$ cat src/fptc_pkg.sv
// Shared types, codes and defaults for the flow permission table check.
`default_nettype none

package fptc_pkg;

  localparam int KEY_W     = 96;
  localparam int PERM_W    = 6;
  localparam int VERDICT_W = 3;
  localparam int HASH_W    = 32;

  localparam int DEF_TABLE_ENTRIES = 256;
  localparam int DEF_PROBE_LIMIT   = 8;

  localparam logic [7:0] UDP_PROTO     = 8'd17;
  localparam logic [3:0] MIN_HDR_WORDS = 4'd5;

  localparam logic [VERDICT_W-1:0] VERDICT_PASS_NON_UDP  = 3'd0;
  localparam logic [VERDICT_W-1:0] VERDICT_PASS_BAD_HDR  = 3'd1;
  localparam logic [VERDICT_W-1:0] VERDICT_ALLOW         = 3'd2;
  localparam logic [VERDICT_W-1:0] VERDICT_DENY_MISMATCH = 3'd3;
  localparam logic [VERDICT_W-1:0] VERDICT_DENY_NO_ENTRY = 3'd4;
  localparam logic [VERDICT_W-1:0] VERDICT_INSERTED      = 3'd5;
  localparam logic [VERDICT_W-1:0] VERDICT_OVERWRITTEN   = 3'd6;
  localparam logic [VERDICT_W-1:0] VERDICT_TABLE_FULL    = 3'd7;

  typedef enum logic [2:0] {
    ST_CLEAR,
    ST_IDLE,
    ST_HASH,
    ST_PROBE,
    ST_WAIT,
    ST_DONE
  } fptc_state_t;

  // One table slot as stored in memory.
  typedef struct packed {
    logic              valid;
    logic [KEY_W-1:0]  key;
    logic [PERM_W-1:0] perm;
  } entry_t;

  // Search state handed from probe cell to probe cell.
  typedef struct packed {
    logic              found;
    logic              free_found;
    logic [PERM_W-1:0] perm;
  } probe_stat_t;

endpackage

`default_nettype wire

$ cat src/fptc_home.sv
// Home slot of a flow key: XOR fold, then reduce modulo the table size.
`default_nettype none

module fptc_home import fptc_pkg::*; #(
  parameter int TABLE_ENTRIES = DEF_TABLE_ENTRIES
) (
  input  wire logic                             clk,
  input  wire logic                             rst,
  input  wire logic                             start,
  input  wire logic [31:0]                      src_ip,
  input  wire logic [31:0]                      dst_ip,
  input  wire logic [15:0]                      src_port,
  input  wire logic [15:0]                      dst_port,
  output logic                                  done,
  output logic      [$clog2(TABLE_ENTRIES)-1:0] slot
);

  localparam int AW = $clog2(TABLE_ENTRIES);

  logic [HASH_W-1:0] fold;
  logic [HASH_W-1:0] h;

  assign fold = src_ip ^ dst_ip ^ {src_port, dst_port};
  assign h    = fold ^ {16'h0000, fold[31:16]};

  if ((TABLE_ENTRIES & (TABLE_ENTRIES - 1)) == 0) begin : g_pow2
    // Power-of-two table: the modulo is a mask.
    always_ff @(posedge clk) begin
      if (rst) begin
        done <= 1'b0;
      end else begin
        done <= start;
      end
    end

    always_ff @(posedge clk) begin
      if (start) begin
        slot <= h[AW-1:0];
      end
    end
  end else begin : g_recip
    // Other sizes: quotient by reciprocal multiplication, then subtract the
    // quotient times the table size.
    localparam logic [63:0] RECIP_FULL =
      ((64'd1 << (HASH_W + AW)) / 64'(TABLE_ENTRIES)) + 64'd1;
    localparam logic [HASH_W:0]   RECIP   = RECIP_FULL[HASH_W:0];
    localparam logic [HASH_W-1:0] DIVISOR = HASH_W'(TABLE_ENTRIES);

    logic              stage1;
    logic              stage2;
    logic [HASH_W-1:0] h_q;
    logic [2*HASH_W:0] prod;
    logic [HASH_W-1:0] quo;
    logic [HASH_W-1:0] quo_mul;
    logic [HASH_W-1:0] rem;

    assign quo = HASH_W'(prod >> (HASH_W + AW));
    assign rem = h_q - quo_mul;

    always_ff @(posedge clk) begin
      if (rst) begin
        stage1 <= 1'b0;
        stage2 <= 1'b0;
        done   <= 1'b0;
      end else begin
        stage1 <= start;
        stage2 <= stage1;
        done   <= stage2;
      end
    end

    always_ff @(posedge clk) begin
      if (start) begin
        h_q  <= h;
        prod <= {{(HASH_W + 1){1'b0}}, h} * {{HASH_W{1'b0}}, RECIP};
      end
      if (stage1) begin
        quo_mul <= quo * DIVISOR;
      end
      if (stage2) begin
        slot <= rem[AW-1:0];
      end
    end
  end

endmodule

`default_nettype wire

$ cat config.mk
export PLATFORM = sky130hd
export DESIGN_NAME = fptc_home
export DESIGN_NICKNAME = d
export VERILOG_FILES = /design/src/fptc_pkg.sv /design/src/fptc_home.sv
export SDC_FILE = /design/constraint.sdc
export NUM_CORES = 1
export LEC_CHECK = 0
export BUFFER_PORTS_ARGS = -buffer_cell sky130_fd_sc_hd__buf_4
export CAP_MARGIN = 15
export CORE_UTILIZATION = 31
export CTS_CLUSTER_SIZE = 12
export DETAILED_ROUTE_END_ITERATION = 10
export PLACE_DENSITY = 0.95
export SLEW_MARGIN = 20
export SYNTH_ARGS = -nofsm -noshare
export SYNTH_HDL_FRONTEND = slang
export SYNTH_SLANG_ARGS = --single-unit
$ cat constraint.sdc
create_clock -name clk -period 2.7 [get_ports clk]
set_clock_uncertainty 0.1 [all_clocks]
set_input_delay 0.54 -clock clk [delete_from_list [all_inputs] [get_ports clk]]
set_output_delay 0.54 -clock clk [all_outputs]
set_load 0.005 [all_outputs]
After elaboration in Yosys (flattened, before gate mapping)
Cells that the tools add are included.
Widths: inputs -> output; s select.
{"block": "op_classes", "n_bitwise": 3}
{"op": "$xor 24x24->24", "n": 2}
{"op": "$xor 8x8->8", "n": 1}
{"block": "word_totals", "regBits": 9, "inputBits": 99, "output_inout_bits": 9}

Depth between registers and ports, before layout
{"block": "depth", "depth_word": 3, "depth_mapped": 2, "mapped_depth_nobuf": 2}

Worst setup path after synthesis
OpenSTA, ideal clock, no wires.
{"block": "synth_path", "kind": "in2reg", "from": "input dst_ip[0]", "to": "register slot[0] (data pin)", "t_arrival_ps": 1044, "required_time_ps": 2332, "path_slack_ps": 1288, "stages": 2, "cell_sequence": "xnor2_1 > xnor3_1"}
{"block": "synth_between", "elab_chain_len": 3}
{"element": "from (decl)", "line_no": "fptc_home.sv:11", "rtl": "input wire logic [31:0] dst_ip,"}
{"element": "$xor 24x24->24 (2 in a row)", "line_no": "fptc_home.sv:23", "rtl": "assign fold = src_ip ^ dst_ip ^ {src_port, dst_port};"}
{"element": "$xor 8x8->8", "line_no": "fptc_home.sv:24", "rtl": "assign h = fold ^ {16'h0000, fold[31:16]};"}
{"element": "named net h[0]", "line_no": "fptc_home.sv:21", "rtl": "logic [HASH_W-1:0] h;"}
{"element": "to (signal assigned)", "line_no": "fptc_home.sv:38", "rtl": "slot <= h[AW-1:0];"}
{"element": "to (decl)", "line_no": "fptc_home.sv:15", "rtl": "output logic [$clog2(TABLE_ENTRIES)-1:0] slot"}
The timed path passes the listed nets, and every way through them passes these cells.
A chain may end at the register's enable or synchronous reset.

Worst setup path in the final report
{"block": "layout_path", "from": "register slot[7]", "to": "output slot[7]"}
No word-level cell between the ends.

==> out/qor.json <==
{
  "run_status": "complete, no violations",
  "grt_start_max_net_pins": 10,
  "tritoncts_num_sinks": 9,
  "drt-pass1-iter-count": 4,
  "syn2layout_area_growth_pct": 70.33,
  "netlist_area_um2": 716.9,
  "layout-drive-gt1-share_pct": 66.67,
  "synth_sequential_area_ratio_pct": 36.30,
  "global_route.overflow_total": 0,
  "edff_count_synth": 8,
  "top_cells_by_count_synth": "xnor2_1, edfxtp_1, xnor2_2, xnor3_1",
  "synth_compound_area_share_pct": 0,
  "timing.max_cap.violations": 0,
  "grt_pass1_vias": 627,
  "critPathKind": "register to output port",
  "timing.critical_path.to_type": "output port",
  "cts_tree": "done",
  "synth_fa_ha_area_share_pct": 0,
  "combinationalPowerShare_pct": 42.3,
  "setup-tns-final_ns": 0,
  "p_clk_share_pct": 19.3,
  "synth_top_area_share_pct": 33.51,
  "worstPathArrival_ns": 0.77,
  "layout_min_cycle_time_ns": 1.410,
  "vias_per_cell": 4.173,
  "worst_ep_required_time_ns": 2.06,
  "drt_antenna_net_count": 0,
  "power_density_cells_nw_per_um2": 420.4,
  "cp_slowest_cell": "edfxtp_1",
  "cp_cell_sequence": "buf_4",
  "synth_top_family_by_area": "XOR/XNOR gates",
  "fp.dieW_um": 50.09,
  "finalNetCount": 205,
  "async_reset_ff_share_pct": 0,
  "synthesis.yosys.warnings": 0,
  "hpwl_um": 1244,
  "syn_nets": 141,
  "critPathBufInv": 1,
  "maxSlewViolCount": 0,
  "place_congestion": 0.6408,
  "drc_violations_left": 0,
  "timing.critical_path.fanout_max": 1,
  "power_leakage_nw": 0.6073,
  "maxSlewHeadroom_pct": 89.38,
  "synth_cells": 42,
  "clk_pin_slew_worst_paths_ns": 0.06,
  "average_cell_area_after_synthesis_um2": 17.07,
  "synth_area_leader_cell": "edfxtp_1",
  "crit_path_start_kind": "register",
  "grt_antenna_before_repair": 0,
  "critical-path-max-stage-delay_ns": 0.37,
  "numPortBuffers": 59,
  "vias": 555,
  "chip_height_um": 50.09,
  "final.period_utilization_pct": 52.20,
  "synth_cell_types": 6,
  "setup_viol": 0,
  "initial_standard_cell_utilization_of_the_core_pct": 32.72,
  "cts-buffers-inserted": 3,
  "synth_xor_area_share_pct": 62.83,
  "max_slew.worst_pin.slew_ns": 0.1581,
  "setup_slack_ns": 1.290,
  "commonest_register_cell_after_synthesis": "edfxtp_1",
  "depth_of_the_cts_h_tree": 1,
  "wirelength_um": 1369,
  "post_cts_hold_buffer_count": 0,
  "top_level_ports": 108,
  "power.share.switching_pct": 20.86,
  "power_switching_uw": 107.1,
  "postCtsSetupRepairBufs": 0,
  "cts.root.buffer_cell": "clkbuf_4",
  "first_pass_grt_wire_length_um": 2263,
  "die_area_um2": 2509,
  "overall_global_routing_usage_pct": 12.26,
  "p_total_uw": 513.4,
  "mux_share_of_post_synthesis_cell_area_pct": 0,
  "post_cts_resized": 0,
  "synth_seq_cells": 9,
  "route.detailed.wl_per_inst_um": 10.29,
  "pwr-share-seq_pct": 38.4,
  "internal_power_uw": 406.3,
  "placement_rows": 17,
  "fp.coreArea_um2": 2191,
  "achievable-frequency_mhz": 709.5,
  "clock_path_buffers": 2,
  "rsz0062_at_grt": "no",
  "initial_detailed_routing_violation_count": 2,
  "dpl_worst_slack_ns": 1.114,
  "synth_area_leaders": "edfxtp_1, xnor3_1, xnor2_1, xnor2_2, dfxtp_1",
  "synthSimpleGateAreaFrac_pct": 0.8726,
  "n_antenna_cell": 0,
  "finalHoldViolCount": 0,
  "worst_path_dominant_cell_family": "flip-flops",
  "hp-class": "primary input to register",
  "maximum_ir_drop_on_the_vdd_rail_uv": 298.2,
  "leading_cell_type_by_number_of_instances_after_synthesis": "xnor2_1"
}
[per-stage QoR]
stage / cells / area [um^2] / hold WS [ns] / util, %
after CTS: 133 / 1221 / 0.3260 / 55.74
after global placement: 129 / 1195 / 0.6006 / 54.54
after detailed placement: 129 / 1195 / 0.6020 / 54.54
after global routing: 133 / 1221 / 0.3238 / 55.74
after floorplan: 42 / 716.9 / 0.5116 / -
final: 133 / 1221 / 0.3386 / 55.74
[metal layers]
layer  share of wire, %  global-route usage, %  vias up
li1                   -                      -      269
met5                  0                      0        -
met1                 26                  9.302      247
met3                8.3                  4.938        4
met2                 63                  26.00       35
met4                1.8                  3.810        0
[cells by family after synthesis]
| group | after synthesis |
|---|---|
| xor+xnor | 32 |
| flops | 9 |
| simple gates | 1 |
[flip-flops by register name, indices dropped and copies added, names as in the netlist]
register and count:
slot 8, done 1
[cells in the final DEF, fill, tap and decap left out]
master and count:
buf_4 59, clkbuf_1 1, clkbuf_4 3, dfxtp_1 1, edfxtp_1 8, nor2b_1 1, xnor2_1 16, xnor2_2 8
xnor3_1 8
[path summary, 6_finish.rpt]
path | slack (ns) | cells after the start | end | startpoint
worst max-delay path | 1.29 | 1 | slot[7] | slot[7]
worst min-delay path | 0.34 | 2 | done | rst
[layout make-up]
cell class              count  area (um^2)
fillers                   196        969.7
well taps                  28        35.03
repair buffers             59        442.9
clock buffers               4        26.28
multi-input cells          33        456.7
flip-flops and latches      9        260.3
[power by group through the flow]
stage / clock network (mW) / registers (mW) / logic (mW)
final: 0.0990 / 0.197 / 0.217
after CTS: 0.106 / 0.198 / 0.221
after detailed placement: 0 / 0.201 / 0.221
after floorplan: 0 / 0.203 / 0.103
after global placement: 0 / 0.198 / 0.214
after global routing: 0.111 / 0.200 / 0.232
No activity file was read; power rests on OpenSTA's default activity.
