--- config.mk ---
export PLATFORM = sky130hd
export DESIGN_NAME = fptc_cell
export DESIGN_NICKNAME = d
export VERILOG_FILES = /design/src/fptc_pkg.sv /design/src/fptc_cell.sv
export SDC_FILE = /design/constraint.sdc
export NUM_CORES = 1
export LEC_CHECK = 0
export BUFFER_PORTS_ARGS = -buffer_cell sky130_fd_sc_hd__buf_4
export CAP_MARGIN = 20
export CORE_AREA = 2 2 99 101
export CTS_BUF_LIST = sky130_fd_sc_hd__clkbuf_16
export DETAILED_ROUTE_END_ITERATION = 7
export DIE_AREA = 0 0 101 103
export GPL_TIMING_DRIVEN = 0
export PLACE_DENSITY = 0.72
export REMOVE_ABC_BUFFERS = 1
export SLEW_MARGIN = 20
export SYNTH_ARGS = -nofsm -noshare
export SYNTH_HDL_FRONTEND = slang
export SYNTH_SLANG_ARGS = --single-unit
--- constraint.sdc ---
create_clock -name clk -period 6.4 [get_ports clk]
set_clock_uncertainty 0.15 [all_clocks]
set_input_delay 1.92 -clock clk [delete_from_list [all_inputs] [get_ports clk]]
set_output_delay 1.92 -clock clk [all_outputs]
set_load 0.1 [all_outputs]
--- src/fptc_pkg.sv ---
// Shared types, codes and defaults for the flow permission table check.
`default_nettype none

package fptc_pkg;

  localparam int KEY_W     = 96;
  localparam int PERM_W    = 6;
  localparam int VERDICT_W = 3;
  localparam int HASH_W    = 32;

  localparam int DEF_TABLE_ENTRIES = 256;
  localparam int DEF_PROBE_LIMIT   = 8;

  localparam logic [7:0] UDP_PROTO     = 8'd17;
  localparam logic [3:0] MIN_HDR_WORDS = 4'd5;

  localparam logic [VERDICT_W-1:0] VERDICT_PASS_NON_UDP  = 3'd0;
  localparam logic [VERDICT_W-1:0] VERDICT_PASS_BAD_HDR  = 3'd1;
  localparam logic [VERDICT_W-1:0] VERDICT_ALLOW         = 3'd2;
  localparam logic [VERDICT_W-1:0] VERDICT_DENY_MISMATCH = 3'd3;
  localparam logic [VERDICT_W-1:0] VERDICT_DENY_NO_ENTRY = 3'd4;
  localparam logic [VERDICT_W-1:0] VERDICT_INSERTED      = 3'd5;
  localparam logic [VERDICT_W-1:0] VERDICT_OVERWRITTEN   = 3'd6;
  localparam logic [VERDICT_W-1:0] VERDICT_TABLE_FULL    = 3'd7;

  typedef enum logic [2:0] {
    ST_CLEAR,
    ST_IDLE,
    ST_HASH,
    ST_PROBE,
    ST_WAIT,
    ST_DONE
  } fptc_state_t;

  // One table slot as stored in memory.
  typedef struct packed {
    logic              valid;
    logic [KEY_W-1:0]  key;
    logic [PERM_W-1:0] perm;
  } entry_t;

  // Search state handed from probe cell to probe cell.
  typedef struct packed {
    logic              found;
    logic              free_found;
    logic [PERM_W-1:0] perm;
  } probe_stat_t;

endpackage

`default_nettype wire

--- src/fptc_cell.sv ---
// One probe cell: checks one table slot and hands the search state on.
`default_nettype none

module fptc_cell import fptc_pkg::*; #(
  parameter int AW = 8
) (
  input  wire logic              clk,
  input  wire logic              rst,
  input  wire logic              tok_in,
  input  wire probe_stat_t       stat_in,
  input  wire logic [AW-1:0]     hit_in,
  input  wire logic [AW-1:0]     free_in,
  input  wire entry_t            word,
  input  wire logic [AW-1:0]     word_slot,
  input  wire logic [KEY_W-1:0]  key,
  output logic                   tok,
  output probe_stat_t            stat,
  output logic      [AW-1:0]     hit_slot,
  output logic      [AW-1:0]     free_slot
);

  probe_stat_t stat_next;
  logic [AW-1:0] hit_next;
  logic [AW-1:0] free_next;

  always_comb begin
    stat_next = stat_in;
    hit_next  = hit_in;
    free_next = free_in;
    if (!stat_in.found) begin
      if (word.valid && (word.key == key)) begin
        stat_next.found = 1'b1;
        stat_next.perm  = word.perm;
        hit_next        = word_slot;
      end else if (!word.valid && !stat_in.free_found) begin
        stat_next.free_found = 1'b1;
        free_next            = word_slot;
      end
    end
  end

  always_ff @(posedge clk) begin
    if (rst) begin
      tok <= 1'b0;
    end else begin
      tok <= tok_in;
    end
  end

  // Update only when the token passes; hold otherwise.
  always_ff @(posedge clk) begin
    if (tok_in) begin
      stat      <= stat_next;
      hit_slot  <= hit_next;
      free_slot <= free_next;
    end
  end

endmodule

`default_nettype wire

## Word level (Yosys, flattened, before mapping)

Cells that the tools add are included.

- Register bits: 25
- Output and inout port bits: 25
- Logic and storage cells: 21

- Eq/ne operators: 1
- Multiplexer cells: 10
- Reduce and logical (&&, ||, !) cells: 4

Operators by type and width:

| operator | count |
|---|---|
| $eq 96x96->1 | 1 |
| $mux 8 | 5 |
| $mux 7 | 1 |
| $mux 6 | 1 |
| $mux 1 | 3 |
| $logic_and 1x1->1 | 2 |
| $logic_not 1->1 | 2 |

## Longest topological paths before layout

Gate-level depths: netlist of the first run.

- Word-level depth: 5
- Gate-level depth with buffers: 7

## Least setup slack after synthesis of the first run

No wires, ideal clock.

- Path kind: in2reg
- From: in key[61]
- To: reg hit_slot[0], data pin
- Library setup time: 0.260 ns
- Arrival time: 3.834 ns
- Data required time: 5.990 ns
- Setup slack: 2.156 ns
- Stages: 7
- Path buffers: 1
- Path through: nor2b_4 > a2111o_1 > a2111oi_2 > nand4_1 > nor4_4 > buf_6 > mux2_2

- Longest elaborated chain between the ends: 4

Ends and longest elaborated chain:

| what | line | source |
|---|---|---|
| from (decl) | fptc_cell.sv:15 | `input wire logic [KEY_W-1:0] key,` |
| $eq 96x96->1 | fptc_cell.sv:31 | `if (word.valid && (word.key == key)) begin` |
| $logic_and 1x1->1 | fptc_cell.sv:31 |  |
| $mux 8 | fptc_cell.sv:31 |  |
| $mux 8 | fptc_cell.sv:30 | `if (!stat_in.found) begin` |
| named net hit_next[0] | fptc_cell.sv:23 | `logic [AW-1:0] hit_next;` |
| to (signal assigned) | fptc_cell.sv:54 | `hit_slot <= hit_next;` |
| to (decl) | fptc_cell.sv:18 | `output logic [AW-1:0] hit_slot,` |

The timed path passes the listed nets, and every way through them passes these cells.
A chain may end at the register's enable or synchronous reset.

==> results of run 1 <==
## worst max path at each step
stage / startpoint / endpoint / depth (start not counted)
floorplan: key[61] / hit_slot[0] / 6
finish: key[61] / stat[2] / 7
CTS: key[61] / stat[2] / 7
detailed placement: key[61] / stat[2] / 7
global route: key[61] / stat[2] / 7
global placement: key[61] / stat[2] / 7
## final cells by class
cell class                      instances  share of cell area, %
Timing Repair Buffer                  258                   44.1
Multi-Input combinational cell        169                   32.2
Sequential cell                        25                   16.9
Tap cell                              114                   3.25
Inverter                               22                   1.88
Clock buffer                            3                   1.71
Clock inverter                          1                 0.0854
## cell usage in the layout, fill, tap and decap left out
master and count:
a2111o_1 3, a2111oi_0 1, a2111oi_2 1, a221oi_1 2
a22o_1 3, and2b_1 1, buf_4 258, clkbuf_16 3
dfxtp_1 1, edfxtp_1 24, inv_1 23, mux2_2 22
nand2_1 1, nand2b_1 15, nand4_1 18, nor2_1 1
nor2b_1 9, nor2b_4 1, nor3_1 1, nor3_2 1
nor4_1 7, nor4_4 1, o2111ai_1 5, o21ai_0 1
o21bai_1 1, o221ai_1 2, o22ai_1 4, o31ai_1 1
or2b_2 1, xnor2_1 63, xor2_1 3
## cell families (layout without fill, tap and decap cells)
kind of cell,Yosys count,after routing,share of synthesized area [%]
DFF,25,25,33.0
muxes,22,22,11.0
buffers and inverters,23,284,4.18
xor gates and xnor gates,66,66,25.8
and+or+nand+nor,57,57,16.7
AOI/OAI and AO/OA,24,24,9.26
## registers in the layout, summed over array words and instances, names as in the netlist
signal	flops
free_slot	8
hit_slot	8
stat	8
tok	1
## where the power goes
part           leakage, nW  switching (W)  internal (W)
combinational         1.72       0.000165      0.000153
sequential           0.243     0.00000359      0.000194
clock               0.0423      0.0000495     0.0000833
total                 2.01       0.000218      0.000430
## per-layer routing
layer / vias to the layer above / share of wire [%] / global-route usage [%]
met5: - / 0 / 0
met3: 10 / 8.6 / 2.98
met1: 1178 / 34 / 15.5
met4: 0 / 1.6 / 4.05
li1: 1311 / - / -
met2: 142 / 56 / 31.4
## per-stage QoR
stage	hold slack [ns]	total power (W)	instance area, sq um
CTS	1.66	0.000655	4400
finish	1.67	0.000648	4400
global placement	1.93	0.000515	4310
detailed placement	1.93	0.000521	4320
global route	1.66	0.000681	4400
floorplan	1.84	0.000363	2230
==> metrics.txt, run 1 <==
core area roughly 9500 sq um; Synth top cells by count xnor2_1, edfxtp_1, inv_1, mux2_2, nand4_1; Worst Setup Start Kind input pin; WHS Path Cells 2; top cells by area, synth edfxtp_1, xnor2_1, mux2_2; Slew Viols, Final 0; Synthesis Warnings 0; setup tns final 0 ns; Iter 0 DRT Violations 56; dpl ws 1.32 ns; Antenna Cells 0; # IOs about 260; Netlist cell types 29; worst path cell trace buf_4 > nor2b_4 > a2111o_1 > a2111oi_2 > nand4_1 > nor4_4 > mux2_2; final cell count without fillers between 500 and 600; Slew @ Worst Pin between 0.9 and 1 ns; min cycle time layout between 4 and 5 ns; FP Rows 36; required time worst endpoint ~6.3 ns; Reg clk slew, reported paths roughly 0.06 ns; Core Util, Final 46.5%; vias 2,641; Async S/R FF share, synth 0%; RSZ-0062 raised after global routing false; run status finished, final reports clean; post-CTS setup buffer count 0; HP Start rst; Area Growth Syn to Fin 95.9%; Total Routing Usage GR 15.3%; crit path DAT roughly 4.6 ns; Multi-input gate area ~1400 sq um; LEAKAGE around 2.0 nW; most frequent cell after synthesis xnor2_1; clock buffer depth 2; post-cts sizing count 0; number of placed instances, taps included 588; fillcell total between 900 and 1k; Final #Nets 713; Final ANT Viol Nets 0; Final Hold Violating Endpoints 0; CTS Hold Bufs 0; critical path type input pin to register; Max rail drop VDD about 94 uV; CTS root buf clkbuf_16; clk sinks 25; synthesized instance count 217; total grt overflow 0; vias in the first global route 2,721; Crit. End Element register; Slew Limit Headroom 32.9%; setup ws final approximately 1.6 ns; Synth Flop Type edfxtp_1; Worst Path Buf+Inv 1; crit path max fanout 14; slowest stage delay, CP between 0.9 and 1 ns; Detailed Routing Iterations Pass 1 4; number of port buffers between 200 and 300; initial antenna violation count 0; worst hold endpoint tok; placed wire-length estimate 7850 um; largest net degree at the start of global routing 26; share of layout cells above drive strength 1 about three fifths; Hold Path Class input pin to register; Routability Congestion around 0.8; DIE AREA 10,400 sq um; Die Wd ~100 um; Peak Freq between 200 and 250 MHz; CTS tree yes; top-area cell type share of the netlist area approximately 32%; Final setup viols 0; CTS Buf Count 3; max-cap viol count 0; Post-Route WL 8730 um; first-pass GRT wire length roughly 12,000 um; # DRC 0; Power Density between 100 and 150 nW/um^2; cell taking the most area after synthesis edfxtp_1; Routed WL per cell roughly 15 um; Vias/cell ~4.5; Top delay family on crit path simple AND/OR/NAND/NOR gates; Max stage delay cell, worst path nor4_4; H-tree depth 1; EDFF count, synth 24; die height 103 um; Mapped Avg Cell Area approximately 10 sq um; Initial Util between 20% and 30%; #FFs+latches synth 25; cell area after synthesis approximately 2200 sq um; Register Area 741 sq um; register area share after synthesis about a third; Tcrit/Tclk final between 70% and 80%
No activity file was read; power rests on OpenSTA's default activity.
==> run 2, diff against run 1 <==
--- a/config.mk
+++ b/config.mk
@@ -7,12 +7,12 @@
 export LEC_CHECK = 0
 export BUFFER_PORTS_ARGS = -buffer_cell sky130_fd_sc_hd__buf_4
 export CAP_MARGIN = 20
-export CORE_AREA = 2 2 99 101
+export CORE_AREA = 2 2 100 102
 export CTS_BUF_LIST = sky130_fd_sc_hd__clkbuf_16
 export DETAILED_ROUTE_END_ITERATION = 7
-export DIE_AREA = 0 0 101 103
+export DIE_AREA = 0 0 102 104
 export GPL_TIMING_DRIVEN = 0
-export PLACE_DENSITY = 0.72
+export PLACE_DENSITY = 0.71
 export REMOVE_ABC_BUFFERS = 1
 export SLEW_MARGIN = 20
 export SYNTH_ARGS = -nofsm -noshare
==> constraint.sdc (replaced) <==
create_clock -name clk -period 5 [get_ports clk]
set_clock_uncertainty 0.15 [all_clocks]
set_input_delay 1.5 -clock clk [delete_from_list [all_inputs] [get_ports clk]]
set_output_delay 1.5 -clock clk [all_outputs]
set_load 0.1 [all_outputs]
==> metrics.txt, run 2 (synthesis results as in run 1) <==
slowest stage delay, CP roughly 0.94 ns; Hold Path Class input pin to register; largest net degree at the start of global routing 26; post-CTS setup buffer count 0; Worst Setup Start Kind input pin; Final setup viols 0; Final ANT Viol Nets 0; commonest cells after routing, fill and taps aside buf_4, xnor2_1, edfxtp_1, inv_1, mux2_2; CTS root buf clkbuf_16; CTS Buf Count 3; clock group share of total power between 20% and 30%; Worst Hold Slack ~1.2 ns; Core Util, Final 46.3%; Slew @ Worst Pin just over 1 ns; Total Routing Usage GR 15.4%; run status finished, final reports clean; Area Growth Syn to Fin 97.2%; clk sinks 25; Post-Route WL 8590 um; placed wire-length estimate 7840 um; Comb power frac approximately half; FP Rows 36; Pint approximately 0.00055 W; Die Wd between 100 and 150 um; Antenna Cells 0; core area between 9000 and 10,000 sq um; DIE AREA about 11,000 sq um; LEAKAGE between 2 and 2.5 nW; RSZ-0062 raised after global routing false; Max rail drop VDD approximately 110 uV; share of layout cells above drive strength 1 60.5%; CTS tree yes; required time worst endpoint slightly below 5 ns; worst path cell trace buf_4 > nor2b_4 > a2111o_1 > a2111oi_2 > nand4_1 > nor4_4 > mux2_2; Multi-input gate area 1410 sq um; dpl ws between 0.3 and 0.4 ns; CTS Hold Bufs 0; Power Density 188 nW/um^2; vias in the first global route approximately 2.8k; Top delay family on crit path simple AND/OR/NAND/NOR gates; initial antenna violation count 0; Initial Util about a quarter; # IOs 259; first-pass GRT wire length 13,000 um; Detailed Routing Iterations Pass 1 3; worst hold endpoint tok; overall power between 0.0008 and 0.0009 W; largest registers free_slot: 8 flops, hit_slot: 8 flops, stat: 8 flops; H-tree depth 1; crit path max fanout 14; HP Start rst; Final Hold Violating Endpoints 0; Vias/cell 4.32; Final #Nets 713; vias about 2.6k; Routability Congestion 0.774; Tcrit/Tclk final between 80% and 90%; WHS Path Cells 2; Max stage delay cell, worst path nor4_4; most common cell after layout, fill and taps aside buf_4; Seq pwr share around 30%; min cycle time layout between 4 and 5 ns; fillcell total 933; switching power share of the total 33.6%; Peak Freq roughly 230 MHz; setup ws final just under 0.7 ns; # DRC 0; switching pwr between 0.0002 and 0.0003 W; die height 104 um; max-cap viol count 0; clock buffer depth 2; Iter 0 DRT Violations 57; Slew Viols, Final 0; setup tns final 0 ns; post-cts sizing count 0; total grt overflow 0; Worst Path Buf+Inv 1; Register Area between 700 and 800 sq um; critical path type input pin to register; Crit. End Element register; Slew Limit Headroom about a third; number of port buffers 258; Reg clk slew, reported paths about 0.060 ns; Routed WL per cell ~14 um; crit path DAT 4.16 ns
## run 2: worst max-delay path by stage
stage	start	endpoint	slack (ns)	cells past startpoint
after global routing	key[61]	stat[3]	0.52	7
after detailed placement	key[61]	stat[3]	0.34	7
after global placement	key[61]	stat[3]	0.38	7
after CTS	key[61]	stat[3]	0.62	7
after floorplan	key[61]	hit_slot[0]	1.04	6
final	key[61]	stat[3]	0.69	7
## run 2: routing by layer
layer	global-route usage (%)	part of all wire, %	wire length (um)
met1	16.3	35	2980
met2	30.9	56	4770
met3	2.02	8.3	711
met4	3.52	1.5	125
met5	0	0	0
## run 2: area by class of cell
type,count,area share (%)
clock buffers,3,1.70
repair buffers,258,43.8
inverters,22,1.87
well taps,133,3.76
flip-flops and latches,25,16.7
clock inverters,1,0.170
multi-input cells,169,32.0
## run 2: power by group through the flow
| stage | logic, W | registers, W | clock network (W) |
|---|---|---|---|
| 4_1_cts | 0.000409 | 0.000253 | 0.000180 |
| 3_3_place_gp | 0.000402 | 0.000257 | 0 |
| 3_5_place_dp | 0.000408 | 0.000258 | 0 |
| 2_1_floorplan | 0.0000853 | 0.000380 | 0 |
| 5_1_grt | 0.000431 | 0.000254 | 0.000187 |
| 6_report | 0.000405 | 0.000253 | 0.000174 |
## run 2: per-stage QoR
| stage | area, sq um | instances |
|---|---|---|
| after detailed placement | 4340 | 607 |
| after global placement | 4340 | 607 |
| after floorplan | 2230 | 216 |
| after CTS | 4420 | 611 |
| after global routing | 4420 | 611 |
| final | 4420 | 611 |
==> run 3, diff against run 2 <==
--- a/config.mk
+++ b/config.mk
@@ -13,7 +13,6 @@
 export DIE_AREA = 0 0 102 104
 export GPL_TIMING_DRIVEN = 0
 export PLACE_DENSITY = 0.71
-export REMOVE_ABC_BUFFERS = 1
 export SLEW_MARGIN = 20
 export SYNTH_ARGS = -nofsm -noshare
 export SYNTH_HDL_FRONTEND = slang
==> metrics.txt, run 3 (synthesis results as in run 1) <==
DIE AREA 10,600 sq um; clock group share of total power between 20% and 30%; dpl ws between 0.6 and 0.7 ns; CTS Buf Count 3; LEAKAGE 2.01 nW; Initial Util a little under a quarter; critical path type input pin to register; Top delay family on crit path simple AND/OR/NAND/NOR gates; Hold Path Class input pin to register; Seq pwr share 30.3%; initial antenna violation count 0; Routability Congestion slightly below 0.9; Power Density 188 nW/um^2; Slew Viols, Final 0; slowest stage delay, CP 0.52 ns; worst path cell trace buf_4 > nor2b_4 > a2111o_1 > a2111oi_2 > nand4_1 > nor4_4 > buf_6 > mux2_2; placed wire-length estimate between 8000 and 9000 um; Reg clk slew, reported paths about 0.070 ns; Final setup viols 0; post-CTS setup buffer count 0; crit path max fanout 10; Area Growth Syn to Fin 97.7%; Crit. End Element register; total grt overflow 0; first-pass GRT wire length between 10,000 and 15,000 um; Max rail drop VDD roughly 120 uV; die height 104 um; Die Wd around 100 um; clk sinks 25; CTS tree yes; max-cap viol count 0; CTS Hold Bufs 0; Final #Nets between 700 and 800; switching pwr roughly 0.00028 W; # DRC 0; # IOs 259; RSZ-0062 raised after global routing false; Worst Path Buf+Inv 2; share of layout cells above drive strength 1 between 60% and 70%; Final ANT Viol Nets 0; Total Routing Usage GR 15.5%; post-cts sizing count 0; Tcrit/Tclk final roughly 80%; core area between 9000 and 10,000 sq um; crit path DAT slightly below 4 ns; Post-Route WL 8730 um; run status finished, final reports clean; Antenna Cells 0; Worst Setup Start Kind input pin; commonest cells after routing, fill and taps aside buf_4, xnor2_1, edfxtp_1, inv_1, mux2_2; Worst Hold Slack 1.24 ns; setup ws final approximately 1.0 ns; H-tree depth 1; most common cell after layout, fill and taps aside buf_4; Iter 0 DRT Violations 32; Detailed Routing Iterations Pass 1 4; Peak Freq 251 MHz; vias in the first global route ~2.9k; Max stage delay cell, worst path nor4_4; number of port buffers around 260; Pint around 0.00055 W; number of placed instances, taps included about 610; FP Rows 36; Slew Limit Headroom 51.7%; largest registers free_slot: 8 flops, hit_slot: 8 flops, stat: 8 flops; Comb power frac between 40% and 50%; Vias/cell ~4.3; CTS root buf clkbuf_16; Slew @ Worst Pin a little over 0.7 ns; switching power share of the total 33.9%; vias approximately 2.7k; required time worst endpoint between 4 and 5 ns; largest net degree at the start of global routing 26; Post-Syn Nets roughly 450; Final Hold Violating Endpoints 0; fillcell total 943; min cycle time layout approximately 4.0 ns; final cell count without fillers approximately 610; setup tns final 0 ns; Routed WL per cell roughly 14 um; clock buffer depth 2
## run 3: stage by stage
stage          area (sq um)  total power (W)  util (%)
6_report               4430         0.000836      46.4
5_1_grt                4430         0.000876      46.4
4_1_cts                4430         0.000845      46.4
3_5_place_dp           4350         0.000667      45.6
3_3_place_gp           4350         0.000660      45.5
2_1_floorplan          2240         0.000465         -
## run 3: worst paths after layout
path / from / to / slack (ns) / cells after the start
worst min-delay path: rst / tok / 1.24 / 2
worst max-delay path: key[61] / hit_slot[0] / 1.01 / 8
## run 3: final cells by class
class / count / area [sq um] / area share [%]
Clock inverter: 1 / 7.51 / 0.169
Buffer: 1 / 11.3 / 0.254
Timing Repair Buffer: 258 / 1940 / 43.7
Sequential cell: 25 / 741 / 16.7
Multi-Input combinational cell: 169 / 1410 / 31.9
Clock buffer: 3 / 75.1 / 1.69
Tap cell: 133 / 166 / 3.75
Inverter: 22 / 82.6 / 1.86
## run 3: layer usage
layer	global-route usage [%]	wire (um)
met3	2.28	743
met2	32.0	4950
met5	0	0
met1	15.6	2960
met4	3.14	86
## run 3: power by group through the flow
stage	Sequential [W]	Clock, W	Combinational [W]
after floorplan	0.000380	0	0.0000853
after global placement	0.000257	0	0.000402
after detailed placement	0.000258	0	0.000409
after CTS	0.000254	0.000182	0.000410
after global routing	0.000255	0.000191	0.000431
final	0.000253	0.000177	0.000406
